$ cat src/design/touch_sample_fifo_calibrate_unit_defines.svh
// assertion macros for the touch sample ring and calibration block
`ifndef TOUCH_SAMPLE_FIFO_CALIBRATE_UNIT_DEFINES_SVH
`define TOUCH_SAMPLE_FIFO_CALIBRATE_UNIT_DEFINES_SVH

// same-cycle implication, checked out of reset
`define TSFC_ASSERT_NOW(label, ante, cons, msg) \
  label: assert property (@(posedge clk) disable iff (rst) (ante) |-> (cons)) \
    else $error(msg);

// next-cycle implication, checked out of reset
`define TSFC_ASSERT_NEXT(label, ante, cons, msg) \
  label: assert property (@(posedge clk) disable iff (rst) (ante) |=> (cons)) \
    else $error(msg);

`endif

$ cat src/design/tsfc_pkg.sv
// shared types and constants for the touch sample ring and calibration block
package tsfc_pkg;

  localparam int RING_DEPTH = 256;
  localparam int PTR_W      = $clog2(RING_DEPTH);

  localparam int CFG_W      = 16;
  localparam int CFG_IDX_W  = 2;
  localparam int RAW_W      = 8;
  localparam int TIME_W     = 16;
  localparam int PROD_W     = CFG_W + RAW_W + 1;

  localparam logic signed [CFG_W-1:0] X_SCALE_RST  = -16'sd439;
  localparam logic signed [CFG_W-1:0] X_OFFSET_RST = 16'sd415;
  localparam logic signed [CFG_W-1:0] Y_SCALE_RST  = -16'sd283;
  localparam logic signed [CFG_W-1:0] Y_OFFSET_RST = 16'sd257;

  localparam logic [6:0] PRESS_DOWN = 7'h7f;
  localparam logic [6:0] PRESS_UP   = 7'h00;

  // request kinds
  localparam logic REQ_SAMPLE = 1'b0;
  localparam logic REQ_READ   = 1'b1;

  // touch state codes
  localparam logic [1:0] TOUCH_NONE = 2'd0;
  localparam logic [1:0] TOUCH_UP   = 2'd2;

  // register indexes
  localparam logic [CFG_IDX_W-1:0] REG_X_SCALE  = 2'd0;
  localparam logic [CFG_IDX_W-1:0] REG_X_OFFSET = 2'd1;
  localparam logic [CFG_IDX_W-1:0] REG_Y_SCALE  = 2'd2;
  localparam logic [CFG_IDX_W-1:0] REG_Y_OFFSET = 2'd3;

  typedef enum logic [2:0] {
    OUT_STORED     = 3'd0,
    OUT_IGNORED    = 3'd1,
    OUT_DROP_FULL  = 3'd2,
    OUT_READ_OK    = 3'd3,
    OUT_READ_EMPTY = 3'd4
  } outcome_t;

  typedef struct packed {
    logic              pen;
    logic [RAW_W-1:0]  x;
    logic [RAW_W-1:0]  y;
    logic [TIME_W-1:0] t;
  } ring_rec_t;

  typedef struct packed {
    logic     valid;
    outcome_t outcome;
    logic     has_more;
  } ring_ctl_t;

  typedef struct packed {
    logic signed [CFG_W-1:0] x_scale;
    logic signed [CFG_W-1:0] x_offset;
    logic signed [CFG_W-1:0] y_scale;
    logic signed [CFG_W-1:0] y_offset;
  } cal_cfg_t;

endpackage

$ cat src/design/tsfc_cal.sv
// calibration: multiply stage, then shift, offset and output register
module tsfc_cal import tsfc_pkg::*; (
  input  logic                clk,
  input  logic                rst,
  input  logic                en,
  input  cal_cfg_t            cfg,
  input  ring_ctl_t           ctl_in,
  input  ring_rec_t           rec_in,
  output ring_ctl_t           ctl_out,
  output logic [6:0]          pressure,
  output logic [CFG_W-1:0]    x_pos,
  output logic [CFG_W-1:0]    y_pos,
  output logic [TIME_W-1:0]   sample_time
);

  ring_ctl_t                ctl_mul;
  logic signed [PROD_W-1:0] x_prod;
  logic signed [PROD_W-1:0] y_prod;
  logic                     pen_mul;
  logic [TIME_W-1:0]        t_mul;
  logic signed [PROD_W-1:0] x_shr;
  logic signed [PROD_W-1:0] y_shr;
  logic [CFG_W-1:0]         x_sum;
  logic [CFG_W-1:0]         y_sum;
  logic                     rd_ok;

  // scale times raw value
  always_ff @(posedge clk) begin
    if (rst) begin
      ctl_mul <= '0;
    end else if (en) begin
      ctl_mul <= ctl_in;
    end
  end

  always_ff @(posedge clk) begin
    if (en) begin
      x_prod  <= PROD_W'(cfg.x_scale) * PROD_W'($signed({1'b0, rec_in.x}));
      y_prod  <= PROD_W'(cfg.y_scale) * PROD_W'($signed({1'b0, rec_in.y}));
      pen_mul <= rec_in.pen;
      t_mul   <= rec_in.t;
    end
  end

  // floor shift by eight, add offset, wrap to 16 bits
  assign x_shr = x_prod >>> 8;
  assign y_shr = y_prod >>> 8;
  assign x_sum = x_shr[CFG_W-1:0] + cfg.x_offset;
  assign y_sum = y_shr[CFG_W-1:0] + cfg.y_offset;
  assign rd_ok = (ctl_mul.outcome == OUT_READ_OK);

  // output register, data fields zero unless a record was read
  always_ff @(posedge clk) begin
    if (rst) begin
      ctl_out <= '0;
    end else if (en) begin
      ctl_out <= ctl_mul;
    end
  end

  always_ff @(posedge clk) begin
    if (en) begin
      pressure    <= (rd_ok && pen_mul) ? PRESS_DOWN : PRESS_UP;
      x_pos       <= rd_ok ? x_sum : '0;
      y_pos       <= rd_ok ? y_sum : '0;
      sample_time <= rd_ok ? t_mul : '0;
    end
  end

endmodule

$ cat config.mk
export PLATFORM = sky130hd
export DESIGN_NAME = tsfc_cal
export DESIGN_NICKNAME = d
export VERILOG_FILES = /design/src/design/touch_sample_fifo_calibrate_unit_defines.svh /design/src/design/tsfc_pkg.sv /design/src/design/tsfc_cal.sv
export SDC_FILE = /design/constraint.sdc
export NUM_CORES = 1
export LEC_CHECK = 0
export BUFFER_PORTS_ARGS = -buffer_cell sky130_fd_sc_hd__buf_2
export CORE_ASPECT_RATIO = 2
export CORE_MARGIN = 8
export CORE_UTILIZATION = 65
export DETAILED_ROUTE_END_ITERATION = 7
export GPL_ROUTABILITY_DRIVEN = 1
export HOLD_SLACK_MARGIN = 0.12
export PLACE_DENSITY = 0.95
export SYNTH_ARGS = -nofsm -noshare
export SYNTH_HDL_FRONTEND = slang
export SYNTH_SLANG_ARGS = --single-unit
$ cat constraint.sdc
create_clock -name clk -period 14.9 [get_ports clk]
set_input_delay 1.49 -clock clk [delete_from_list [all_inputs] [get_ports clk]]
set_output_delay 1.49 -clock clk [all_outputs]
set_load 0.005 [all_outputs]
== Yosys cells after proc, flatten, opt, wreduce, memory -nomap -nowiden ==
Index checks and enable logic that the tools add are counted.
Word-level totals
  bits in latches: 0
  memories kept: 0
  register bits: 130
  memory bits (writable): 0
  ROM bits: 0
  output and inout port bits: 60
Operators by class
  div/mod/pow operators: 0
  multiply operators: 2
  bitwise gates (word level): 0
  reduce and logical (&&, ||, !) cells: 1
  shift operators: 0
  eq/ne operators: 1
  multiplexer cells: 1
  magnitude comparators: 0
  add/subtract/negate cells: 2
Operators by type and width (count)
  16-bit by 9-bit multiplier with 24-bit output: 2
  16-bit adder: 2
  7-bit 2-to-1 mux: 1
  3-bit by 2-bit == test with 1-bit output, second input constant: 1
  1-bit logical AND: 1

== Depth between registers and ports, before layout ==
  word-level depth: 3
  gate-level depth with buffers: 19
  gate-level depth less buffers: 18

== Least setup slack after synthesis ==
Ideal clock, no wire load.
  path type: input-to-reg
  start point: input port rec_in[24] (netlist name)
  end point: register x_prod[18], data pin
  setup time: 260 ps
  required time: 14640 ps
  cell stages on the path: 17
  path slack: 9057 ps
  arrival time: 5584 ps
  cell sequence: clkbuf_1 nand2_1 fa_1 inv_1 fa_1 inv_1 fa_1 inv_1 fa_1 ha_1 nor3_1 o41ai_2 a31o_4 a2111oi_4 o21ai_2 a221oi_2 xnor2_1
Between the ends
  longest elaborated chain between the ends: 1
Ends and longest elaborated chain
  start: declaration: line tsfc_cal.sv:8  | input ring_rec_t rec_in,
  16-bit by 9-bit multiplier with 24-bit output: line tsfc_cal.sv:38  | x_prod <= PROD_W'(cfg.x_scale) * PROD_W'($signed({1'b0, rec_in.x}));
  end signal: assignment: line tsfc_cal.sv:38
  end: declaration: line tsfc_cal.sv:17  | logic signed [PROD_W-1:0] x_prod;
No other way between the ends.
A chain may end at the register's enable or synchronous reset.

== Worst setup path after layout ==
  start point: input port rec_in[16] (netlist name)
  end point: register y_prod[18], data pin
Between the ends
  longest elaborated chain between the ends: 1
Ends and longest elaborated chain
  16-bit by 9-bit multiplier with 24-bit output: line tsfc_cal.sv:39  | y_prod <= PROD_W'(cfg.y_scale) * PROD_W'($signed({1'b0, rec_in.y}));
  end signal: assignment: line tsfc_cal.sv:39
  end: declaration: line tsfc_cal.sv:18  | logic signed [PROD_W-1:0] y_prod;
No other way between the ends.

==> results_dict.tcl <==
set metrics [dict create \
    htreeDepth 3 \
    synthArstFlopShare 0 \
    vias 10150 \
    pin_count 165 \
    endpoint_kind "flip-flop" \
    power_uw 2430 \
    place.gp.congestion 0.921 \
    seq_area_frac_synth 0.234 \
    drv_cap 0 \
    arrival_ns 6.05 \
    drv_slew 0 \
    synthCells 1367 \
    layout_worst_path_cycle_share 0.399 \
    detailroute.wirelength.met3_um 1470 \
    dp_cells 1768 \
    clkLatencyLatePin_ns 0.36 \
    min_path_type "flip-flop to flip-flop" \
    fin_skew_ns 0.0152 \
    syn_area_per_cell_um2 9.83 \
    clk_path_buf_depth 2 \
    ant_nets 0 \
    period_needed_ns 5.95 \
    cts_tree "yes" \
    syn-num-nets 1788 \
    setup_violations 0 \
    drt-met1-wl_um 9980 \
    routed.top_layer "met5" \
    cp-start-kind "input port" \
    io_buffer_count 164 \
    placed_cell_area_um2 14500 \
    fin_setup_tns_ns 0 \
    powerDensity_nw_per_um2 164 \
    ys_warn_count 0 \
    final_cell_mix "inv_1, fa_1, buf_2, nand2_1, and2_1" \
    status "finished clean" \
    critPathRequiredTime_ns 15.00 \
    numCtsBuffers 9 \
    dpl.hpwl_um 26700 \
    track_usage 0.251 \
    cts_root_buf "clkbuf_16" \
    grt_max_degree 67 \
    synth-main-ff-cell "edfxtp_1" \
    wl_met2_um 18400 \
    dr.pass1.iters 5 \
    synth_cell_types 50 \
    yosys.area.top_type "fa_1" \
    grt_overflow_total 0 \
    fillers 1354 \
    rsz0062_at_grt "false" \
    synth_top_cell_area_share 0.298 \
    grt_pass1_wl_um 52400 \
    final_util 0.725 \
    post_cts_buffers 0 \
    core_area_um2 20400 \
    die_h_um 219 \
    leakage_uw 0.00746 \
    synth_edf_count 98 \
    routed_wire_length_per_instance_um 17.8 \
    synth_seq_cells 108 \
    antenna_found_initial 5 \
    max_freq_mhz 168 \
    slew-limit-headroom 0.440 \
    rows 74 \
    irDropWorstVdd_v 0.000112 \
    ctsResizeCount 0 \
    drive_gt1_frac 0.126 \
    die_x_um 118 \
    nets 1934 \
    via_per_inst 5.68 \
    final_area_um2 14800 \
    syn_area_um2 13400 \
    hold_buffers 0 \
    final_common_cell "inv_1" \
    grt_pass1_vias 11591 \
    worst-path-max-fanout 15 \
    tightest_slew_ns 0.841 \
    synth_area_leaders "fa_1, edfxtp_1, ha_1" \
    start_util 0.660 \
    hold_violations 0 \
    crit_type "input port to flip-flop" \
    wirelength_um 31900 \
    cts.sinks 108 \
    drt-initial-drc-count 558 \
    areaGrowthSynthToFinish_pct 9.88 \
    drc_errors 0 \
    instances_no_fill 1786 \
    cts.clk_slew.worst_paths_ns 0.08 \
    die_area_um2 25800 \
]
-- critical path, stage by stage --
cell and delay [ns]:
buf_2 0.25, nand2_1 0.13, fa_1 0.62, inv_1 0.08, fa_1 0.53, fa_1 0.60
inv_1 0.07, fa_1 0.48, inv_1 0.04, ha_1 0.34, a21oi_1 0.21, a21oi_1 0.13
a211oi_1 0.35, o31ai_1 0.26, and3_1 0.25, nor2b_1 0.15, xnor2_1 0.07
-- cells in the mapped netlist, types with 3 or more instances --
cell type	instances
inv_1	286
fa_1	200
nand2_1	161
and2_1	139
ha_1	116
edfxtp_1	98
nor2_1	53
a21oi_1	40
xnor2_1	38
clkbuf_1	24
o21ai_0	24
a21o_1	21
xor2_1	21
mux2i_1	14
nor3_1	13
dfxtp_1	10
nand3_1	9
nor2b_1	9
and3_1	8
nand2b_1	8
a31oi_1	7
buf_4	6
nand4_1	6
o21a_1	6
or3_1	6
a211oi_1	5
o21bai_1	5
nor4_1	3
o211ai_1	3
or2_2	3
-- sequential cells by signal, summed over array words and instances (netlist names) --
register,count
y_pos,16
x_pos,16
t_mul,16
y_prod,16
pressure,1
sample_time,16
ctl_mul,5
ctl_out,5
x_prod,16
pen_mul,1
-- area by class of cell --
cell class	instances	area, um2	area share
Timing Repair Buffer	166	838	0.0568
Inverter	286	1070	0.0727
Antenna cell	2	5.00	0.000339
Clock inverter	6	61.3	0.00415
Tap cell	266	333	0.0225
Clock buffer	10	229	0.0155
Sequential cell	108	3140	0.213
Multi-Input combinational cell	942	9080	0.615
-- stage by stage --
| stage | setup slack [ns] | hold slack, ns |
|---|---|---|
| final | 8.95 | 0.506 |
| after global routing | 8.80 | 0.542 |
| after CTS | 9.04 | 0.509 |
| after detailed placement | 8.65 | 0.490 |
| after global placement | 8.86 | 0.470 |
| after floorplan | 9.06 | 0.460 |
-- cells by family after synthesis --
kind of cell	Yosys count	share of synthesized area
muxes	14	0.0104
buffers and inverters	317	0.0902
AOI/OAI and AO/OA	132	0.0663
adders and majority gates	316	0.406
xor gates and xnor gates	59	0.0385
DFF	108	0.234
and+or+nand+nor	421	0.155
-- power by group --
group | switching [uW] | leakage, uW | total (uW) | internal (uW)
Sequential | 20.1 | 0.00106 | 483 | 463
Combinational | 979 | 0.00626 | 1710 | 729
Clock | 118 | 0.000138 | 235 | 118
Total | 1120 | 0.00746 | 2430 | 1310
-- path summary, 6_finish.rpt --
| check | depth (start not counted) | start | end | slack, ns |
|---|---|---|---|---|
| setup / recovery | 17 | rec_in[16] | y_prod[18]$_DFFE_PP_ | 8.95 |
| hold reg to reg | 2 | ctl_out[1]$_SDFFE_PP0P_ | ctl_out[1]$_SDFFE_PP0P_ | 0.51 |
| setup reg to reg | 10 | x_prod[8]$_DFFE_PP_ | x_pos[14]$_SDFFCE_PP0P_ | 12.15 |
| hold / removal | 2 | ctl_out[1]$_SDFFE_PP0P_ | ctl_out[1]$_SDFFE_PP0P_ | 0.51 |
-- routing by layer --
layer / vias to the layer above / track usage
met1: 5014 / 0.216
met4: 6 / 0.176
met5: - / 0
met3: 149 / 0.0376
met2: 407 / 0.509
li1: 4574 / -
Power figures use the tool's default switching activity.
